File: src/hdl/sss_pkg.sv
// ----------------------------------------------------------------------------
// sss_pkg
// Shared widths, constants and types of the servo stroke sequencer: the
// configuration record, the stroke phase codes, the register indexes and the
// record handed from the control stage to the servo mixing stages.
// ----------------------------------------------------------------------------
package sss_pkg;

   localparam int TIME_BITS      = 32;
   localparam int AXIS_BITS      = 16;
   localparam int ANGLE_BITS     = 9;
   localparam int PHASE_BITS     = 3;
   localparam int GAIN_BITS      = 9;
   localparam int CYCLE_BITS     = 4;
   localparam int TICK_BITS      = 10;
   localparam int MS_BITS        = 16;
   localparam int CSR_INDEX_BITS = 3;
   localparam int CSR_DATA_BITS  = 16;

   // Full-scale axis value, 2^(AXIS_BITS-1)-1.
   localparam int AXIS_FULL = 2 ** (AXIS_BITS - 1) - 1;

   localparam logic [ANGLE_BITS-1:0] HOME_DEG = ANGLE_BITS'(150);
   localparam logic [ANGLE_BITS-1:0] MAX_DEG  = ANGLE_BITS'(270);

   typedef enum logic [PHASE_BITS-1:0] {
      PH_IDLE,
      PH_PREPOSE,
      PH_CONTRACT,
      PH_GLIDE,
      PH_RETRACT,
      PH_HOLD
   } phase_type;

   typedef enum logic [CSR_INDEX_BITS-1:0] {
      CSR_TICK_PERIOD,
      CSR_STICK_GAIN,
      CSR_CYCLES,
      CSR_GLIDE,
      CSR_RETURN_HOLD,
      CSR_RETRACT_STEP,
      CSR_RETRACT_INTERVAL,
      CSR_CONTRACT_DELTA
   } csr_index_type;

   typedef struct packed {
      logic [TICK_BITS-1:0]  tick_period_ms;
      logic [GAIN_BITS-1:0]  stick_gain;
      logic [CYCLE_BITS-1:0] stroke_repeats;
      logic [MS_BITS-1:0]    dwell_ms;
      logic [MS_BITS-1:0]    rest_ms;
      logic [ANGLE_BITS-1:0] retract_step_deg;
      logic [MS_BITS-1:0]    retract_interval_ms;
      logic [ANGLE_BITS-1:0] contract_span;
   } cfg_type;

   // One valid tick leaving the control stage.
   typedef struct packed {
      logic                        valid;
      logic [ANGLE_BITS-1:0]       base;
      logic signed [AXIS_BITS-1:0] stick_x;
      logic signed [AXIS_BITS-1:0] stick_y;
      logic [ANGLE_BITS-1:0]       stroke;
      phase_type                   phase;
   } mix_type;

endpackage

File: src/hdl/sss_if.sv
// ----------------------------------------------------------------------------
// sss_req_if / sss_rsp_if
// Valid/ready channels of the servo stroke sequencer: control ticks in,
// servo angle sets out.
// ----------------------------------------------------------------------------
interface sss_req_if;
   logic                                 valid;
   logic                                 ready;
   logic                                 joy_valid;
   logic signed [sss_pkg::AXIS_BITS-1:0] stick_x;
   logic signed [sss_pkg::AXIS_BITS-1:0] stick_y;
   logic signed [sss_pkg::AXIS_BITS-1:0] trigger;
   logic                                 trim_up;
   logic                                 trim_down;
   logic                                 start_button;
   logic                                 stop_button;

   modport source (
      output valid, joy_valid, stick_x, stick_y, trigger,
             trim_up, trim_down, start_button, stop_button,
      input  ready
   );
   modport sink (
      input  valid, joy_valid, stick_x, stick_y, trigger,
             trim_up, trim_down, start_button, stop_button,
      output ready
   );
endinterface

interface sss_rsp_if;
   logic                            valid;
   logic                            ready;
   logic [sss_pkg::ANGLE_BITS-1:0]  servo1_angle;
   logic [sss_pkg::ANGLE_BITS-1:0]  servo2_angle;
   logic [sss_pkg::ANGLE_BITS-1:0]  servo3_angle;
   logic [sss_pkg::ANGLE_BITS-1:0]  servo4_angle;
   logic [sss_pkg::ANGLE_BITS-1:0]  servo5_angle;
   logic [sss_pkg::PHASE_BITS-1:0]  phase;

   modport source (
      output valid, servo1_angle, servo2_angle, servo3_angle, servo4_angle,
             servo5_angle, phase,
      input  ready
   );
   modport sink (
      input  valid, servo1_angle, servo2_angle, servo3_angle, servo4_angle,
             servo5_angle, phase,
      output ready
   );
endinterface

File: src/hdl/sss_csr.sv
// ----------------------------------------------------------------------------
// sss_csr
// Configuration registers, written through a plain write port and held in
// one record for the rest of the block.
// ----------------------------------------------------------------------------
module sss_csr (
   input  logic                               clock,
   input  logic                               reset,
   input  logic                               csr_we,
   input  logic [sss_pkg::CSR_INDEX_BITS-1:0] csr_index,
   input  logic [sss_pkg::CSR_DATA_BITS-1:0]  csr_wdata,
   output sss_pkg::cfg_type                   cfg
);

   sss_pkg::cfg_type cfg_ff;

   always_ff @(posedge clock) begin
      if (reset) begin
         cfg_ff.tick_period_ms      <= sss_pkg::TICK_BITS'(20);
         cfg_ff.stick_gain          <= sss_pkg::GAIN_BITS'(135);
         cfg_ff.stroke_repeats      <= sss_pkg::CYCLE_BITS'(3);
         cfg_ff.dwell_ms            <= sss_pkg::MS_BITS'(1000);
         cfg_ff.rest_ms             <= sss_pkg::MS_BITS'(150);
         cfg_ff.retract_step_deg    <= sss_pkg::ANGLE_BITS'(4);
         cfg_ff.retract_interval_ms <= sss_pkg::MS_BITS'(20);
         cfg_ff.contract_span       <= sss_pkg::ANGLE_BITS'(400);
      end else if (csr_we) begin
         unique case (sss_pkg::csr_index_type'(csr_index))
            sss_pkg::CSR_TICK_PERIOD: begin
               cfg_ff.tick_period_ms <= csr_wdata[sss_pkg::TICK_BITS-1:0];
            end
            sss_pkg::CSR_STICK_GAIN: begin
               cfg_ff.stick_gain <= csr_wdata[sss_pkg::GAIN_BITS-1:0];
            end
            sss_pkg::CSR_CYCLES: begin
               cfg_ff.stroke_repeats <= csr_wdata[sss_pkg::CYCLE_BITS-1:0];
            end
            sss_pkg::CSR_GLIDE: begin
               cfg_ff.dwell_ms <= csr_wdata[sss_pkg::MS_BITS-1:0];
            end
            sss_pkg::CSR_RETURN_HOLD: begin
               cfg_ff.rest_ms <= csr_wdata[sss_pkg::MS_BITS-1:0];
            end
            sss_pkg::CSR_RETRACT_STEP: begin
               cfg_ff.retract_step_deg <= csr_wdata[sss_pkg::ANGLE_BITS-1:0];
            end
            sss_pkg::CSR_RETRACT_INTERVAL: begin
               cfg_ff.retract_interval_ms <= csr_wdata[sss_pkg::MS_BITS-1:0];
            end
            sss_pkg::CSR_CONTRACT_DELTA: begin
               cfg_ff.contract_span <= csr_wdata[sss_pkg::ANGLE_BITS-1:0];
            end
            default: begin
            end
         endcase
      end
   end

   assign cfg = cfg_ff;

endmodule

File: src/hdl/sss_ctrl.sv
// ----------------------------------------------------------------------------
// sss_ctrl
// Control stage: advances the tick clock, trims the base angle, detects the
// button edges and steps the stroke sequence for servo 5, all in the cycle
// an item is accepted. Valid ticks are passed on to the mixing stages.
// ----------------------------------------------------------------------------
module sss_ctrl (
   input  logic              clock,
   input  logic              reset,
   input  logic              adv,
   input  sss_pkg::cfg_type  cfg,
   sss_req_if.sink           req,
   output sss_pkg::mix_type  mix
);

   localparam int TB = sss_pkg::TIME_BITS;
   localparam int AB = sss_pkg::ANGLE_BITS;
   localparam int TRIG_BITS  = sss_pkg::AXIS_BITS + 5;
   localparam int TRIG_LIMIT = 9 * sss_pkg::AXIS_FULL;
   localparam logic [AB-1:0] IDLE_STEP = AB'(10);

   logic [TB-1:0]                  time_ff, time_in;
   logic [TB-1:0]                  pdl_ff, pdl_in;
   logic [TB-1:0]                  rdl_ff, rdl_in;
   logic [AB-1:0]                  base_ff, base_in;
   logic [AB-1:0]                  stroke_ff, stroke_in;
   logic [AB-1:0]                  contract_ff, contract_in;
   logic [sss_pkg::CYCLE_BITS-1:0] cycles_ff, cycles_in;
   sss_pkg::phase_type             phase_ff, phase_in;
   logic                           last_start_ff, last_start_in;
   logic                           last_stop_ff, last_stop_in;
   sss_pkg::mix_type               mix_ff, mix_in;

   // Travel time ceil(d/18)*2+80 ms; the divide by 18 is a multiply by
   // 57/1024, exact for every sum below 288.
   function automatic logic [7:0] travel_ms(logic [AB-1:0] from, logic [AB-1:0] to);
      logic [AB-1:0] d;
      logic [AB:0]   v;
      logic [15:0]   p;
      d = (to > from) ? to - from : from - to;
      v = {1'b0, d} + (AB + 1)'(17);
      p = 16'(v) * 16'(57);
      return 8'({p[14:10], 1'b0}) + 8'(80);
   endfunction

   // Wrap-safe deadline test.
   function automatic logic reached(logic [TB-1:0] now, logic [TB-1:0] dl);
      logic [TB-1:0] diff;
      diff = now - dl;
      return !diff[TB-1];
   endfunction

   assign req.ready = adv;

   always_comb begin : next_state
      logic                        take;
      logic [TB-1:0]               now;
      logic                        start_edge;
      logic                        stop_edge;
      logic [AB:0]                 csum;
      logic [AB-1:0]               ca_new;
      logic signed [TRIG_BITS-1:0] trig_w;
      logic signed [TRIG_BITS-1:0] trig10;
      logic                        trig_low;
      logic [AB:0]                 up10;
      logic [AB-1:0]               gap;
      logic [AB-1:0]               st;

      take       = req.valid && adv;
      now        = time_ff + TB'(cfg.tick_period_ms);
      start_edge = req.start_button && !last_start_ff;
      stop_edge  = req.stop_button && !last_stop_ff;
      csum       = {1'b0, sss_pkg::HOME_DEG} + {1'b0, cfg.contract_span};
      ca_new     = (csum > {1'b0, sss_pkg::MAX_DEG}) ? sss_pkg::MAX_DEG : csum[AB-1:0];
      trig_w     = TRIG_BITS'(req.trigger);
      trig10     = (trig_w <<< 3) + (trig_w <<< 1);
      trig_low   = trig10 < $signed(TRIG_BITS'(TRIG_LIMIT));
      st         = cfg.retract_step_deg;
      up10       = '0;
      gap        = '0;

      time_in       = time_ff;
      pdl_in        = pdl_ff;
      rdl_in        = rdl_ff;
      base_in       = base_ff;
      stroke_in     = stroke_ff;
      contract_in   = contract_ff;
      cycles_in     = cycles_ff;
      phase_in      = phase_ff;
      last_start_in = last_start_ff;
      last_stop_in  = last_stop_ff;

      if (take) begin
         time_in = now;
      end

      if (take && req.joy_valid) begin
         last_start_in = req.start_button;
         last_stop_in  = req.stop_button;

         if (req.trim_up) begin
            if (base_ff < sss_pkg::MAX_DEG) begin
               base_in = base_ff + AB'(1);
            end
         end else if (req.trim_down) begin
            if (base_ff != '0) begin
               base_in = base_ff - AB'(1);
            end
         end

         if (start_edge) begin
            cycles_in = cfg.stroke_repeats;
            if (stroke_ff != sss_pkg::HOME_DEG) begin
               pdl_in    = now + TB'(travel_ms(stroke_ff, sss_pkg::HOME_DEG));
               stroke_in = sss_pkg::HOME_DEG;
               phase_in  = sss_pkg::PH_PREPOSE;
            end else begin
               contract_in = ca_new;
               pdl_in      = now + TB'(travel_ms(stroke_ff, ca_new));
               stroke_in   = ca_new;
               phase_in    = sss_pkg::PH_CONTRACT;
            end
         end

         if (stop_edge) begin
            phase_in  = sss_pkg::PH_IDLE;
            cycles_in = '0;
         end

         if (phase_in == sss_pkg::PH_IDLE) begin
            // Manual trigger control of servo 5.
            up10 = {1'b0, stroke_in} + {1'b0, IDLE_STEP};
            if (trig_low) begin
               stroke_in = (up10 > {1'b0, sss_pkg::MAX_DEG}) ? sss_pkg::MAX_DEG
                                                              : up10[AB-1:0];
            end else if (stroke_in > sss_pkg::HOME_DEG) begin
               stroke_in = (stroke_in - IDLE_STEP < sss_pkg::HOME_DEG) ? sss_pkg::HOME_DEG
                                                                      : stroke_in - IDLE_STEP;
            end else if (stroke_in < sss_pkg::HOME_DEG) begin
               stroke_in = (up10 > {1'b0, sss_pkg::HOME_DEG}) ? sss_pkg::HOME_DEG
                                                               : up10[AB-1:0];
            end
         end else if (!start_edge) begin
            // A fresh start sets deadlines in the future, so the sequence
            // only steps on ticks without a start press.
            case (phase_ff)
               sss_pkg::PH_PREPOSE: begin
                  if (reached(now, pdl_ff)) begin
                     contract_in = ca_new;
                     pdl_in      = now + TB'(travel_ms(stroke_ff, ca_new));
                     stroke_in   = ca_new;
                     phase_in    = sss_pkg::PH_CONTRACT;
                  end
               end
               sss_pkg::PH_CONTRACT: begin
                  if (reached(now, pdl_ff)) begin
                     pdl_in   = now + TB'(cfg.dwell_ms);
                     phase_in = sss_pkg::PH_GLIDE;
                  end
               end
               sss_pkg::PH_GLIDE: begin
                  if (reached(now, pdl_ff)) begin
                     rdl_in   = now;
                     phase_in = sss_pkg::PH_RETRACT;
                  end
               end
               sss_pkg::PH_RETRACT: begin
                  if (reached(now, rdl_ff)) begin
                     if (stroke_ff < sss_pkg::HOME_DEG) begin
                        gap       = sss_pkg::HOME_DEG - stroke_ff;
                        stroke_in = stroke_ff + ((st < gap) ? st : gap);
                     end else if (stroke_ff > sss_pkg::HOME_DEG) begin
                        gap       = stroke_ff - sss_pkg::HOME_DEG;
                        stroke_in = stroke_ff - ((st < gap) ? st : gap);
                     end
                     if (stroke_in == sss_pkg::HOME_DEG) begin
                        pdl_in   = now + TB'(cfg.rest_ms);
                        phase_in = sss_pkg::PH_HOLD;
                     end else begin
                        rdl_in = now + TB'(cfg.retract_interval_ms);
                     end
                  end
               end
               sss_pkg::PH_HOLD: begin
                  if (reached(now, pdl_ff)) begin
                     if (cycles_ff > sss_pkg::CYCLE_BITS'(1)) begin
                        cycles_in = cycles_ff - sss_pkg::CYCLE_BITS'(1);
                        pdl_in    = now + TB'(travel_ms(stroke_ff, contract_ff));
                        stroke_in = contract_ff;
                        phase_in  = sss_pkg::PH_CONTRACT;
                     end else begin
                        cycles_in = '0;
                        phase_in  = sss_pkg::PH_IDLE;
                     end
                  end
               end
               default: begin
               end
            endcase
         end
      end

      mix_in.valid   = take && req.joy_valid;
      mix_in.base    = base_in;
      mix_in.stick_x = req.stick_x;
      mix_in.stick_y = req.stick_y;
      mix_in.stroke  = stroke_in;
      mix_in.phase   = phase_in;
   end

   always_ff @(posedge clock) begin
      if (reset) begin
         time_ff       <= '0;
         pdl_ff        <= '0;
         rdl_ff        <= '0;
         base_ff       <= sss_pkg::HOME_DEG;
         stroke_ff     <= sss_pkg::HOME_DEG;
         contract_ff   <= sss_pkg::HOME_DEG;
         cycles_ff     <= '0;
         phase_ff      <= sss_pkg::PH_IDLE;
         last_start_ff <= 1'b0;
         last_stop_ff  <= 1'b0;
         mix_ff.valid  <= 1'b0;
      end else begin
         time_ff       <= time_in;
         pdl_ff        <= pdl_in;
         rdl_ff        <= rdl_in;
         base_ff       <= base_in;
         stroke_ff     <= stroke_in;
         contract_ff   <= contract_in;
         cycles_ff     <= cycles_in;
         phase_ff      <= phase_in;
         last_start_ff <= last_start_in;
         last_stop_ff  <= last_stop_in;
         if (adv) begin
            mix_ff <= mix_in;
         end
      end
   end

   assign mix = mix_ff;

endmodule

File: src/hdl/sss_servo.sv
// ----------------------------------------------------------------------------
// sss_servo
// Mixing stages: applies the stick deadzone and gain to the base angle for
// servos 1 to 4, scales back by the axis full scale and clamps, and holds
// the finished item in the output register.
// ----------------------------------------------------------------------------
module sss_servo (
   input  logic                            clock,
   input  logic                            reset,
   input  sss_pkg::mix_type                mix,
   input  logic [sss_pkg::GAIN_BITS-1:0]   gain,
   output logic                            adv,
   sss_rsp_if.source                       rsp
);

   localparam int XB  = sss_pkg::AXIS_BITS;
   localparam int AB  = sss_pkg::ANGLE_BITS;
   localparam int SB  = XB + 1;
   localparam int NB  = XB + AB + 2;
   localparam int QB  = NB - XB;
   localparam int DEAD_LIMIT = (sss_pkg::AXIS_FULL + 9) / 10;

   logic                         st2_valid_ff;
   logic signed [NB-1:0]         num_ff [4];
   logic [AB-1:0]                st2_stroke_ff;
   sss_pkg::phase_type           st2_phase_ff;

   logic                         out_valid_ff;
   logic [AB-1:0]                out_angle_ff [5];
   sss_pkg::phase_type           out_phase_ff;

   logic signed [NB-1:0]         num_in [4];
   logic [AB-1:0]                angle_in [4];

   // Stick values inside the deadzone count as zero.
   function automatic logic signed [SB-1:0] dead(logic signed [SB-1:0] s);
      logic [SB-1:0] a;
      a = s[SB-1] ? -s : s;
      return (a < SB'(DEAD_LIMIT)) ? '0 : s;
   endfunction

   // floor(num / (2^(XB-1)-1)), clamped to 0..270. The quotient is either
   // num >> (XB-1) or one more, settled by one remainder compare.
   function automatic logic [AB-1:0] scale(logic signed [NB-1:0] num);
      logic [NB-2:0] n;
      logic [QB-1:0] q_est;
      logic [XB:0]   r;
      logic [QB:0]   q;
      n     = num[NB-2:0];
      q_est = n[NB-2:XB-1];
      r     = (XB + 1)'(n[XB-2:0]) + (XB + 1)'(q_est);
      q     = {1'b0, q_est} + ((r >= (XB + 1)'(sss_pkg::AXIS_FULL)) ? (QB + 1)'(1) : '0);
      if (num[NB-1]) begin
         return '0;
      end else if (q > (QB + 1)'(sss_pkg::MAX_DEG)) begin
         return sss_pkg::MAX_DEG;
      end else begin
         return q[AB-1:0];
      end
   endfunction

   assign adv = !out_valid_ff || rsp.ready;

   always_comb begin : mix_math
      logic signed [SB-1:0] x;
      logic signed [SB-1:0] y;
      logic signed [NB-1:0] base_a;
      logic signed [NB-1:0] px;
      logic signed [NB-1:0] py;
      x      = dead(SB'(mix.stick_x));
      y      = dead(-SB'(mix.stick_y));
      base_a = $signed(NB'(mix.base) * NB'(sss_pkg::AXIS_FULL));
      px     = NB'(x) * NB'($signed({1'b0, gain}));
      py     = NB'(y) * NB'($signed({1'b0, gain}));
      num_in[0] = base_a + px;
      num_in[1] = base_a + py;
      num_in[2] = base_a - px;
      num_in[3] = base_a - py;
   end

   always_comb begin
      for (int i = 0; i < 4; i++) begin
         angle_in[i] = scale(num_ff[i]);
      end
   end

   always_ff @(posedge clock) begin
      if (reset) begin
         st2_valid_ff <= 1'b0;
         out_valid_ff <= 1'b0;
      end else if (adv) begin
         st2_valid_ff  <= mix.valid;
         num_ff        <= num_in;
         st2_stroke_ff <= mix.stroke;
         st2_phase_ff  <= mix.phase;
         out_valid_ff  <= st2_valid_ff;
         for (int i = 0; i < 4; i++) begin
            out_angle_ff[i] <= angle_in[i];
         end
         out_angle_ff[4] <= st2_stroke_ff;
         out_phase_ff    <= st2_phase_ff;
      end
   end

   assign rsp.valid        = out_valid_ff;
   assign rsp.servo1_angle = out_angle_ff[0];
   assign rsp.servo2_angle = out_angle_ff[1];
   assign rsp.servo3_angle = out_angle_ff[2];
   assign rsp.servo4_angle = out_angle_ff[3];
   assign rsp.servo5_angle = out_angle_ff[4];
   assign rsp.phase        = sss_pkg::PHASE_BITS'(out_phase_ff);

endmodule

File: src/hdl/servo_stroke_sequencer.sv
// ----------------------------------------------------------------------------
// servo_stroke_sequencer
// Each item on req_ch is one control tick carrying a joystick sample. The
// tick always advances the internal millisecond clock by tick_period_ms.
// A tick with joy_valid low changes nothing else and gives no result; a
// valid tick gives exactly one result on rsp_ch with the four stick servo
// angles, the stroke servo target and the current stroke phase.
// Configuration is written through csr_we/csr_index/csr_wdata, one register
// per clock; the user must write only with no item in flight; unenforced.
// Pipeline: a result passes the control register, the multiply register and
// the output register, in that order, before it is presented on rsp_ch.
// Throughput: one item per cycle while rsp_ch does not stall; all sequencing
// state is updated in the single cycle an item is taken.
// Stall: while rsp_ch holds a result that is not taken, the whole pipeline
// holds and req_ch.ready is low; req_ch.ready is high whenever the output
// register is empty or being emptied.
// Reset: configuration returns to its defaults, the clock and deadlines to
// zero, the base and stroke angles to 150 degrees, the sequence to idle.
// ----------------------------------------------------------------------------
module servo_stroke_sequencer (
   input  logic                               clock,
   input  logic                               reset,
   sss_req_if.sink                            req_ch,
   sss_rsp_if.source                          rsp_ch,
   input  logic                               csr_we,
   input  logic [sss_pkg::CSR_INDEX_BITS-1:0] csr_index,
   input  logic [sss_pkg::CSR_DATA_BITS-1:0]  csr_wdata
);

   sss_pkg::cfg_type cfg;
   sss_pkg::mix_type mix;
   logic             adv;

   sss_csr u_csr (
      .clock     (clock),
      .reset     (reset),
      .csr_we    (csr_we),
      .csr_index (csr_index),
      .csr_wdata (csr_wdata),
      .cfg       (cfg)
   );

   sss_ctrl u_ctrl (
      .clock (clock),
      .reset (reset),
      .adv   (adv),
      .cfg   (cfg),
      .req   (req_ch),
      .mix   (mix)
   );

   sss_servo u_servo (
      .clock (clock),
      .reset (reset),
      .mix   (mix),
      .gain  (cfg.stick_gain),
      .adv   (adv),
      .rsp   (rsp_ch)
   );

endmodule
File: src/flat_wrapper.sv
// flat-port wrapper written by rule: the top's interface ports become plain ports
module servo_stroke_sequencer_flat 
  (clock, reset, csr_we, csr_index, csr_wdata, req_ch_valid, req_ch_joy_valid, req_ch_stick_x, req_ch_stick_y, req_ch_trigger, req_ch_trim_up, req_ch_trim_down, req_ch_start_button, req_ch_stop_button, req_ch_ready, rsp_ch_valid, rsp_ch_servo1_angle, rsp_ch_servo2_angle, rsp_ch_servo3_angle, rsp_ch_servo4_angle, rsp_ch_servo5_angle, rsp_ch_phase, rsp_ch_ready);
  sss_req_if req_ch_i ();
  sss_rsp_if rsp_ch_i ();
  input  logic clock;
  input  logic reset;
  input  logic csr_we;
  input  logic [sss_pkg::CSR_INDEX_BITS-1:0] csr_index;
  input  logic [sss_pkg::CSR_DATA_BITS-1:0] csr_wdata;
  input wire logic [$bits(req_ch_i.valid)-1:0] req_ch_valid;
  input wire logic [$bits(req_ch_i.joy_valid)-1:0] req_ch_joy_valid;
  input wire logic [$bits(req_ch_i.stick_x)-1:0] req_ch_stick_x;
  input wire logic [$bits(req_ch_i.stick_y)-1:0] req_ch_stick_y;
  input wire logic [$bits(req_ch_i.trigger)-1:0] req_ch_trigger;
  input wire logic [$bits(req_ch_i.trim_up)-1:0] req_ch_trim_up;
  input wire logic [$bits(req_ch_i.trim_down)-1:0] req_ch_trim_down;
  input wire logic [$bits(req_ch_i.start_button)-1:0] req_ch_start_button;
  input wire logic [$bits(req_ch_i.stop_button)-1:0] req_ch_stop_button;
  output wire logic [$bits(req_ch_i.ready)-1:0] req_ch_ready;
  output wire logic [$bits(rsp_ch_i.valid)-1:0] rsp_ch_valid;
  output wire logic [$bits(rsp_ch_i.servo1_angle)-1:0] rsp_ch_servo1_angle;
  output wire logic [$bits(rsp_ch_i.servo2_angle)-1:0] rsp_ch_servo2_angle;
  output wire logic [$bits(rsp_ch_i.servo3_angle)-1:0] rsp_ch_servo3_angle;
  output wire logic [$bits(rsp_ch_i.servo4_angle)-1:0] rsp_ch_servo4_angle;
  output wire logic [$bits(rsp_ch_i.servo5_angle)-1:0] rsp_ch_servo5_angle;
  output wire logic [$bits(rsp_ch_i.phase)-1:0] rsp_ch_phase;
  input wire logic [$bits(rsp_ch_i.ready)-1:0] rsp_ch_ready;
  assign req_ch_i.valid = req_ch_valid;
  assign req_ch_i.joy_valid = req_ch_joy_valid;
  assign req_ch_i.stick_x = req_ch_stick_x;
  assign req_ch_i.stick_y = req_ch_stick_y;
  assign req_ch_i.trigger = req_ch_trigger;
  assign req_ch_i.trim_up = req_ch_trim_up;
  assign req_ch_i.trim_down = req_ch_trim_down;
  assign req_ch_i.start_button = req_ch_start_button;
  assign req_ch_i.stop_button = req_ch_stop_button;
  assign req_ch_ready = req_ch_i.ready;
  assign rsp_ch_valid = rsp_ch_i.valid;
  assign rsp_ch_servo1_angle = rsp_ch_i.servo1_angle;
  assign rsp_ch_servo2_angle = rsp_ch_i.servo2_angle;
  assign rsp_ch_servo3_angle = rsp_ch_i.servo3_angle;
  assign rsp_ch_servo4_angle = rsp_ch_i.servo4_angle;
  assign rsp_ch_servo5_angle = rsp_ch_i.servo5_angle;
  assign rsp_ch_phase = rsp_ch_i.phase;
  assign rsp_ch_i.ready = rsp_ch_ready;
  servo_stroke_sequencer u_core (.clock(clock), .reset(reset), .req_ch(req_ch_i), .rsp_ch(rsp_ch_i), .csr_we(csr_we), .csr_index(csr_index), .csr_wdata(csr_wdata));
endmodule
File: config.mk
export PLATFORM = sky130hd
export DESIGN_NAME = servo_stroke_sequencer_flat
export DESIGN_NICKNAME = d
export VERILOG_FILES = /design/src/hdl/sss_pkg.sv /design/src/hdl/sss_if.sv /design/src/hdl/sss_csr.sv /design/src/hdl/sss_ctrl.sv /design/src/hdl/sss_servo.sv /design/src/hdl/servo_stroke_sequencer.sv /design/src/flat_wrapper.sv
export SDC_FILE = /design/constraint.sdc
export NUM_CORES = 2
export LEC_CHECK = 0
export BUFFER_PORTS_ARGS = -buffer_cell sky130_fd_sc_hd__buf_2
export CAP_MARGIN = 20
export CELL_PAD_IN_SITES_DETAIL_PLACEMENT = 1
export CELL_PAD_IN_SITES_GLOBAL_PLACEMENT = 2
export CORE_MARGIN = 1
export CORE_UTILIZATION = 44
export CTS_CLUSTER_DIAMETER = 40
export CTS_CLUSTER_SIZE = 8
export DETAILED_ROUTE_END_ITERATION = 10
export PLACE_DENSITY_LB_ADDON = 0.25
export SETUP_SLACK_MARGIN = 0.3
export SLEW_MARGIN = 10
export SYNTH_ARGS = -nofsm -noshare
export SYNTH_HDL_FRONTEND = slang
export SYNTH_HIERARCHICAL = 1
export SYNTH_SLANG_ARGS = --single-unit
File: constraint.sdc
create_clock -name clock -period 23.4 [get_ports clock]
set_clock_uncertainty 0.2 [all_clocks]
set_input_delay 4.68 -clock clock [delete_from_list [all_inputs] [get_ports clock]]
set_output_delay 4.68 -clock clock [all_outputs]
set_load 0.01 [all_outputs]
==> metrics.txt <==
# TYPE chip_impl_metric gauge
chip_impl_metric{name="cts.hold.buffers_added",unit=""} 0
chip_impl_info{name="largest_cells_by_area_after_synthesis",value="ha_1, fa_1, edfxtp_1"} 1
chip_impl_metric{name="design.core.area",unit="um2"} 125000
chip_impl_metric{name="synth_warnings",unit=""} 6
chip_impl_metric{name="synth-edff-count",unit=""} 219
chip_impl_info{name="capture_point_of_the_critical_path",value="u_core/u_ctrl/pdl_ff[16]"} 1
chip_impl_metric{name="antenna_violating_nets_post_route",unit=""} 0
chip_impl_info{name="grt_setup_unrepaired",value="no"} 1
chip_impl_metric{name="asyncSetResetFlopFracSynth",unit=""} 0
chip_impl_metric{name="die-area",unit="um2"} 128000
chip_impl_metric{name="synth_top_area_share",unit=""} 0.142
chip_impl_info{name="hp-class",value="register to register"} 1
chip_impl_metric{name="first_global_vias",unit=""} 51700
chip_impl_metric{name="syn-mean-instance-area",unit="um2"} 8.42
chip_impl_info{name="critical_path.reg2reg.startpoint",value="u_core/u_csr/cfg[1]"} 1
chip_impl_metric{name="totalWireLength",unit="um"} 192000
chip_impl_metric{name="globalplace.congestion",unit=""} 0.925
chip_impl_info{name="layout.cells.most_common_list",value="inv_1, ha_1, nor2_1, nand2_1, a21oi_1"} 1
chip_impl_metric{name="worst-slew-pin-transition",unit="ns"} 1.17
chip_impl_metric{name="layout.core_utilization",unit=""} 0.489
chip_impl_metric{name="fp-row-count",unit=""} 130
chip_impl_metric{name="clkSlewWorstSetupHoldPaths",unit="ns"} 0.05
chip_impl_metric{name="count_of_mapped_cells_out_of_synthesis",unit=""} 6603
chip_impl_metric{name="min_period_over_period",unit=""} 0.538
chip_impl_metric{name="cts-buffers-inserted",unit=""} 97
chip_impl_info{name="worst_path_cell_with_the_longest_stage_delay",value="a21oi_1"} 1
chip_impl_metric{name="postSynthNetCount",unit=""} 7652
chip_impl_metric{name="grt_first_pass_wirelength",unit="um"} 299000
chip_impl_metric{name="pin_count_of_the_biggest_net_entering_global_routing",unit=""} 167
chip_impl_metric{name="synthDistinctLibCells",unit=""} 111
chip_impl_metric{name="globalRouteTotalUtil",unit=""} 0.299
chip_impl_metric{name="critical-path-max-stage-delay",unit="ns"} 0.79
chip_impl_info{name="r2r_end",value="u_core/u_ctrl/pdl_ff[16]"} 1
chip_impl_metric{name="hpwl_after_detailed_placement",unit="um"} 150000
chip_impl_metric{name="r2r_cells",unit=""} 44
chip_impl_metric{name="worst-endpoint-arrival",unit="ns"} 13.03
chip_impl_metric{name="floorplan.initialDensity",unit=""} 0.443
chip_impl_metric{name="max-clock-path-buffers",unit=""} 3
chip_impl_metric{name="die-height",unit="um"} 357
chip_impl_metric{name="num_vias",unit=""} 49400
chip_impl_info{name="cts_root_buf",value="clkbuf_16"} 1
chip_impl_metric{name="crit_required",unit="ns"} 23.84
chip_impl_metric{name="placed_area",unit="um2"} 58000
chip_impl_metric{name="vias_per_cell",unit=""} 5.88
chip_impl_metric{name="timing.fmax",unit="MHz"} 79.4
chip_impl_info{name="endpoint_kind",value="register"} 1
chip_impl_metric{name="worst_skew_pair.late_latency",unit="ns"} 0.71
chip_impl_metric{name="final-max-slew-violation-count",unit=""} 0
chip_impl_metric{name="post-route-min-period",unit="ns"} 12.59
chip_impl_metric{name="timing.max_slew.rel_slack",unit=""} 0.218
chip_impl_info{name="worst_setup_path_startpoint",value="u_core/u_csr/cfg[1]"} 1
chip_impl_metric{name="number_of_buffers_inserted_by_port_buffering",unit=""} 126
chip_impl_info{name="critical_path.startpoint_type",value="register"} 1
chip_impl_info{name="outcome",value="completed"} 1
chip_impl_metric{name="relative_area_change_from_synthesis_to_final_layout",unit="%"} 10.4
chip_impl_info{name="clock_tree_from_tritoncts",value="yes"} 1
chip_impl_metric{name="fin_setup_tns",unit="ns"} 0
chip_impl_metric{name="cap_violations",unit=""} 0
chip_impl_metric{name="drt_pass1_iterations",unit=""} 7
chip_impl_metric{name="htreeDepth",unit=""} 3
chip_impl_info{name="crit_top_cell",value="ha_1"} 1
chip_impl_metric{name="synth_seq_area_share",unit=""} 0.199
chip_impl_metric{name="drt_drc_violations_left",unit=""} 0
chip_impl_metric{name="n_fill_cell",unit=""} 15000
chip_impl_metric{name="ff2ff_setup_slack",unit="ns"} 10.81
chip_impl_metric{name="finalHoldWorstSlack",unit="ns"} 0.218
chip_impl_metric{name="postCtsSetupRepairBufs",unit=""} 0
chip_impl_metric{name="routedWlPerCell",unit="um"} 22.8
chip_impl_info{name="layout_commonest_cell",value="inv_1"} 1
chip_impl_metric{name="ys_ff_latch",unit=""} 443
chip_impl_metric{name="grt_remaining_overflow",unit=""} 0
chip_impl_metric{name="final-setup-viol-count",unit=""} 0
chip_impl_metric{name="cts_repair_resize_count",unit=""} 0
chip_impl_metric{name="numClockSinks",unit=""} 443
chip_impl_metric{name="crit_path_max_fanout",unit=""} 11
chip_impl_metric{name="synth.cell_area",unit="um2"} 55600
chip_impl_metric{name="chipWidth",unit="um"} 357
chip_impl_metric{name="design_area",unit="um2"} 61400
chip_impl_info{name="synth_largest_area_cell",value="ha_1"} 1
chip_impl_info{name="synthFlopType",value="dfxtp_1"} 1
chip_impl_metric{name="drt_iter0_markers",unit=""} 2803
chip_impl_info{name="worstSetupPathType",value="register to register"} 1
chip_impl_metric{name="worstHoldPathCells",unit=""} 0
chip_impl_metric{name="final_layout_size_suffix_gt1_frac",unit=""} 0.0722
chip_impl_metric{name="final_net_count",unit=""} 7716
chip_impl_metric{name="pin_count",unit=""} 127
chip_impl_metric{name="antenna_found_initial",unit=""} 13
chip_impl_metric{name="hold_viol_final",unit=""} 0
Yosys cell counts (41+ instances only):
cell        n
fa_1      342
o21a_1     65
inv_1     719
nor2b_1    76
o21bai_1   56
o21ai_0   290
ha_1      630
nor2_1    560
mux2i_1   141
nand2_1   447
and2_1    143
a211oi_1   85
nand4_1    45
edfxtp_1  219
xor2_1    158
a21oi_1   429
o211ai_1   43
a21o_1    115
o31ai_1    41
and3_1     58
a31oi_1    84
nand2b_1  149
clkbuf_1  204
nand3_1   138
or3_1      54
nor3_1    141
o22ai_1    41
dfxtp_1   224
xnor2_1   327
layout make-up:
cell class              instances  area, um2  share of cell area
clock buffers                 123       2590              0.0422
multi-input cells            5173      40800               0.665
repair buffers                221       1360              0.0222
inverters                     731       2750              0.0448
clock inverters                56        717              0.0117
diodes                          3       7.51            0.000122
flip-flops and latches        443      11100               0.180
well taps                    1650       2060              0.0336
through the flow:
step	setup slack (ns)	cells
floorplan	10.87	6603
global placement	11.42	8215
detailed placement	10.96	8215
CTS	10.95	8394
global route	9.90	8399
finish	10.81	8400
worst min-delay path by stage:
stage	from	to
2_1_floorplan	u_core/u_servo/st2_stroke_ff[0]	u_core/u_servo/out_angle_ff[0][36]
3_3_place_gp	u_core/u_servo/st2_stroke_ff[0]	u_core/u_servo/out_angle_ff[0][36]
3_5_place_dp	u_core/u_servo/st2_stroke_ff[0]	u_core/u_servo/out_angle_ff[0][36]
4_1_cts	u_core/u_servo/st2_stroke_ff[4]	u_core/u_servo/out_angle_ff[0][40]
5_1_grt	u_core/u_ctrl/mix[1]	u_core/u_servo/st2_phase_ff[1]
6_report	u_core/u_ctrl/mix[4]	u_core/u_servo/st2_stroke_ff[1]
critical path: cells and delay by family, from the launching register on:
family | cells | cell delay, ns
multiplexers | 1 | 0.39
adder cells (fa/ha/maj) | 10 | 3.03
AND/OR/NAND/NOR | 12 | 3.03
flip-flops | 1 | 0.46
XOR/XNOR | 4 | 1.27
AO/OA/AOI/OAI | 12 | 3.40
buffers and inverters | 5 | 0.75
sequential cells by signal (all words and copies together), names as in the netlist:
| signal | flops |
|---|---|
| u_core/u_csr/cfg | 89 |
| u_core/u_ctrl/base_ff | 9 |
| u_core/u_ctrl/contract_ff | 9 |
| u_core/u_ctrl/cycles_ff | 4 |
| u_core/u_ctrl/last_start_ff | 1 |
| u_core/u_ctrl/last_stop_ff | 1 |
| u_core/u_ctrl/mix | 54 |
| u_core/u_ctrl/pdl_ff | 32 |
| u_core/u_ctrl/phase_ff | 3 |
| u_core/u_ctrl/rdl_ff | 32 |
| u_core/u_ctrl/stroke_ff | 9 |
| u_core/u_ctrl/time_ff | 32 |
| u_core/u_servo/num_ff | 106 |
| u_core/u_servo/out_angle_ff | 45 |
| u_core/u_servo/rsp.phase | 3 |
| u_core/u_servo/rsp.valid | 1 |
| u_core/u_servo/st2_phase_ff | 3 |
| u_core/u_servo/st2_stroke_ff | 9 |
| u_core/u_servo/st2_valid_ff | 1 |
cells by family after synthesis:
logic type | synth area share
xor+xnor | 0.0771
flops | 0.199
mux | 0.0280
simple gates | 0.180
buf+inv | 0.0681
compound gates | 0.183
fa+ha+maj | 0.265
per-layer routing:
metal / vias to the layer above / share of wire / GRT usage
met5: - / 0.00039 / 0
met4: 8 / 0.040 / 0.112
li1: 23200 / - / -
met1: 24600 / 0.43 / 0.373
met2: 1208 / 0.48 / 0.517
met3: 381 / 0.050 / 0.0443
Power is left out: the tool's default activity adds up to more than one toggle a clock period on the data nets, which glitch-free logic cannot reach.
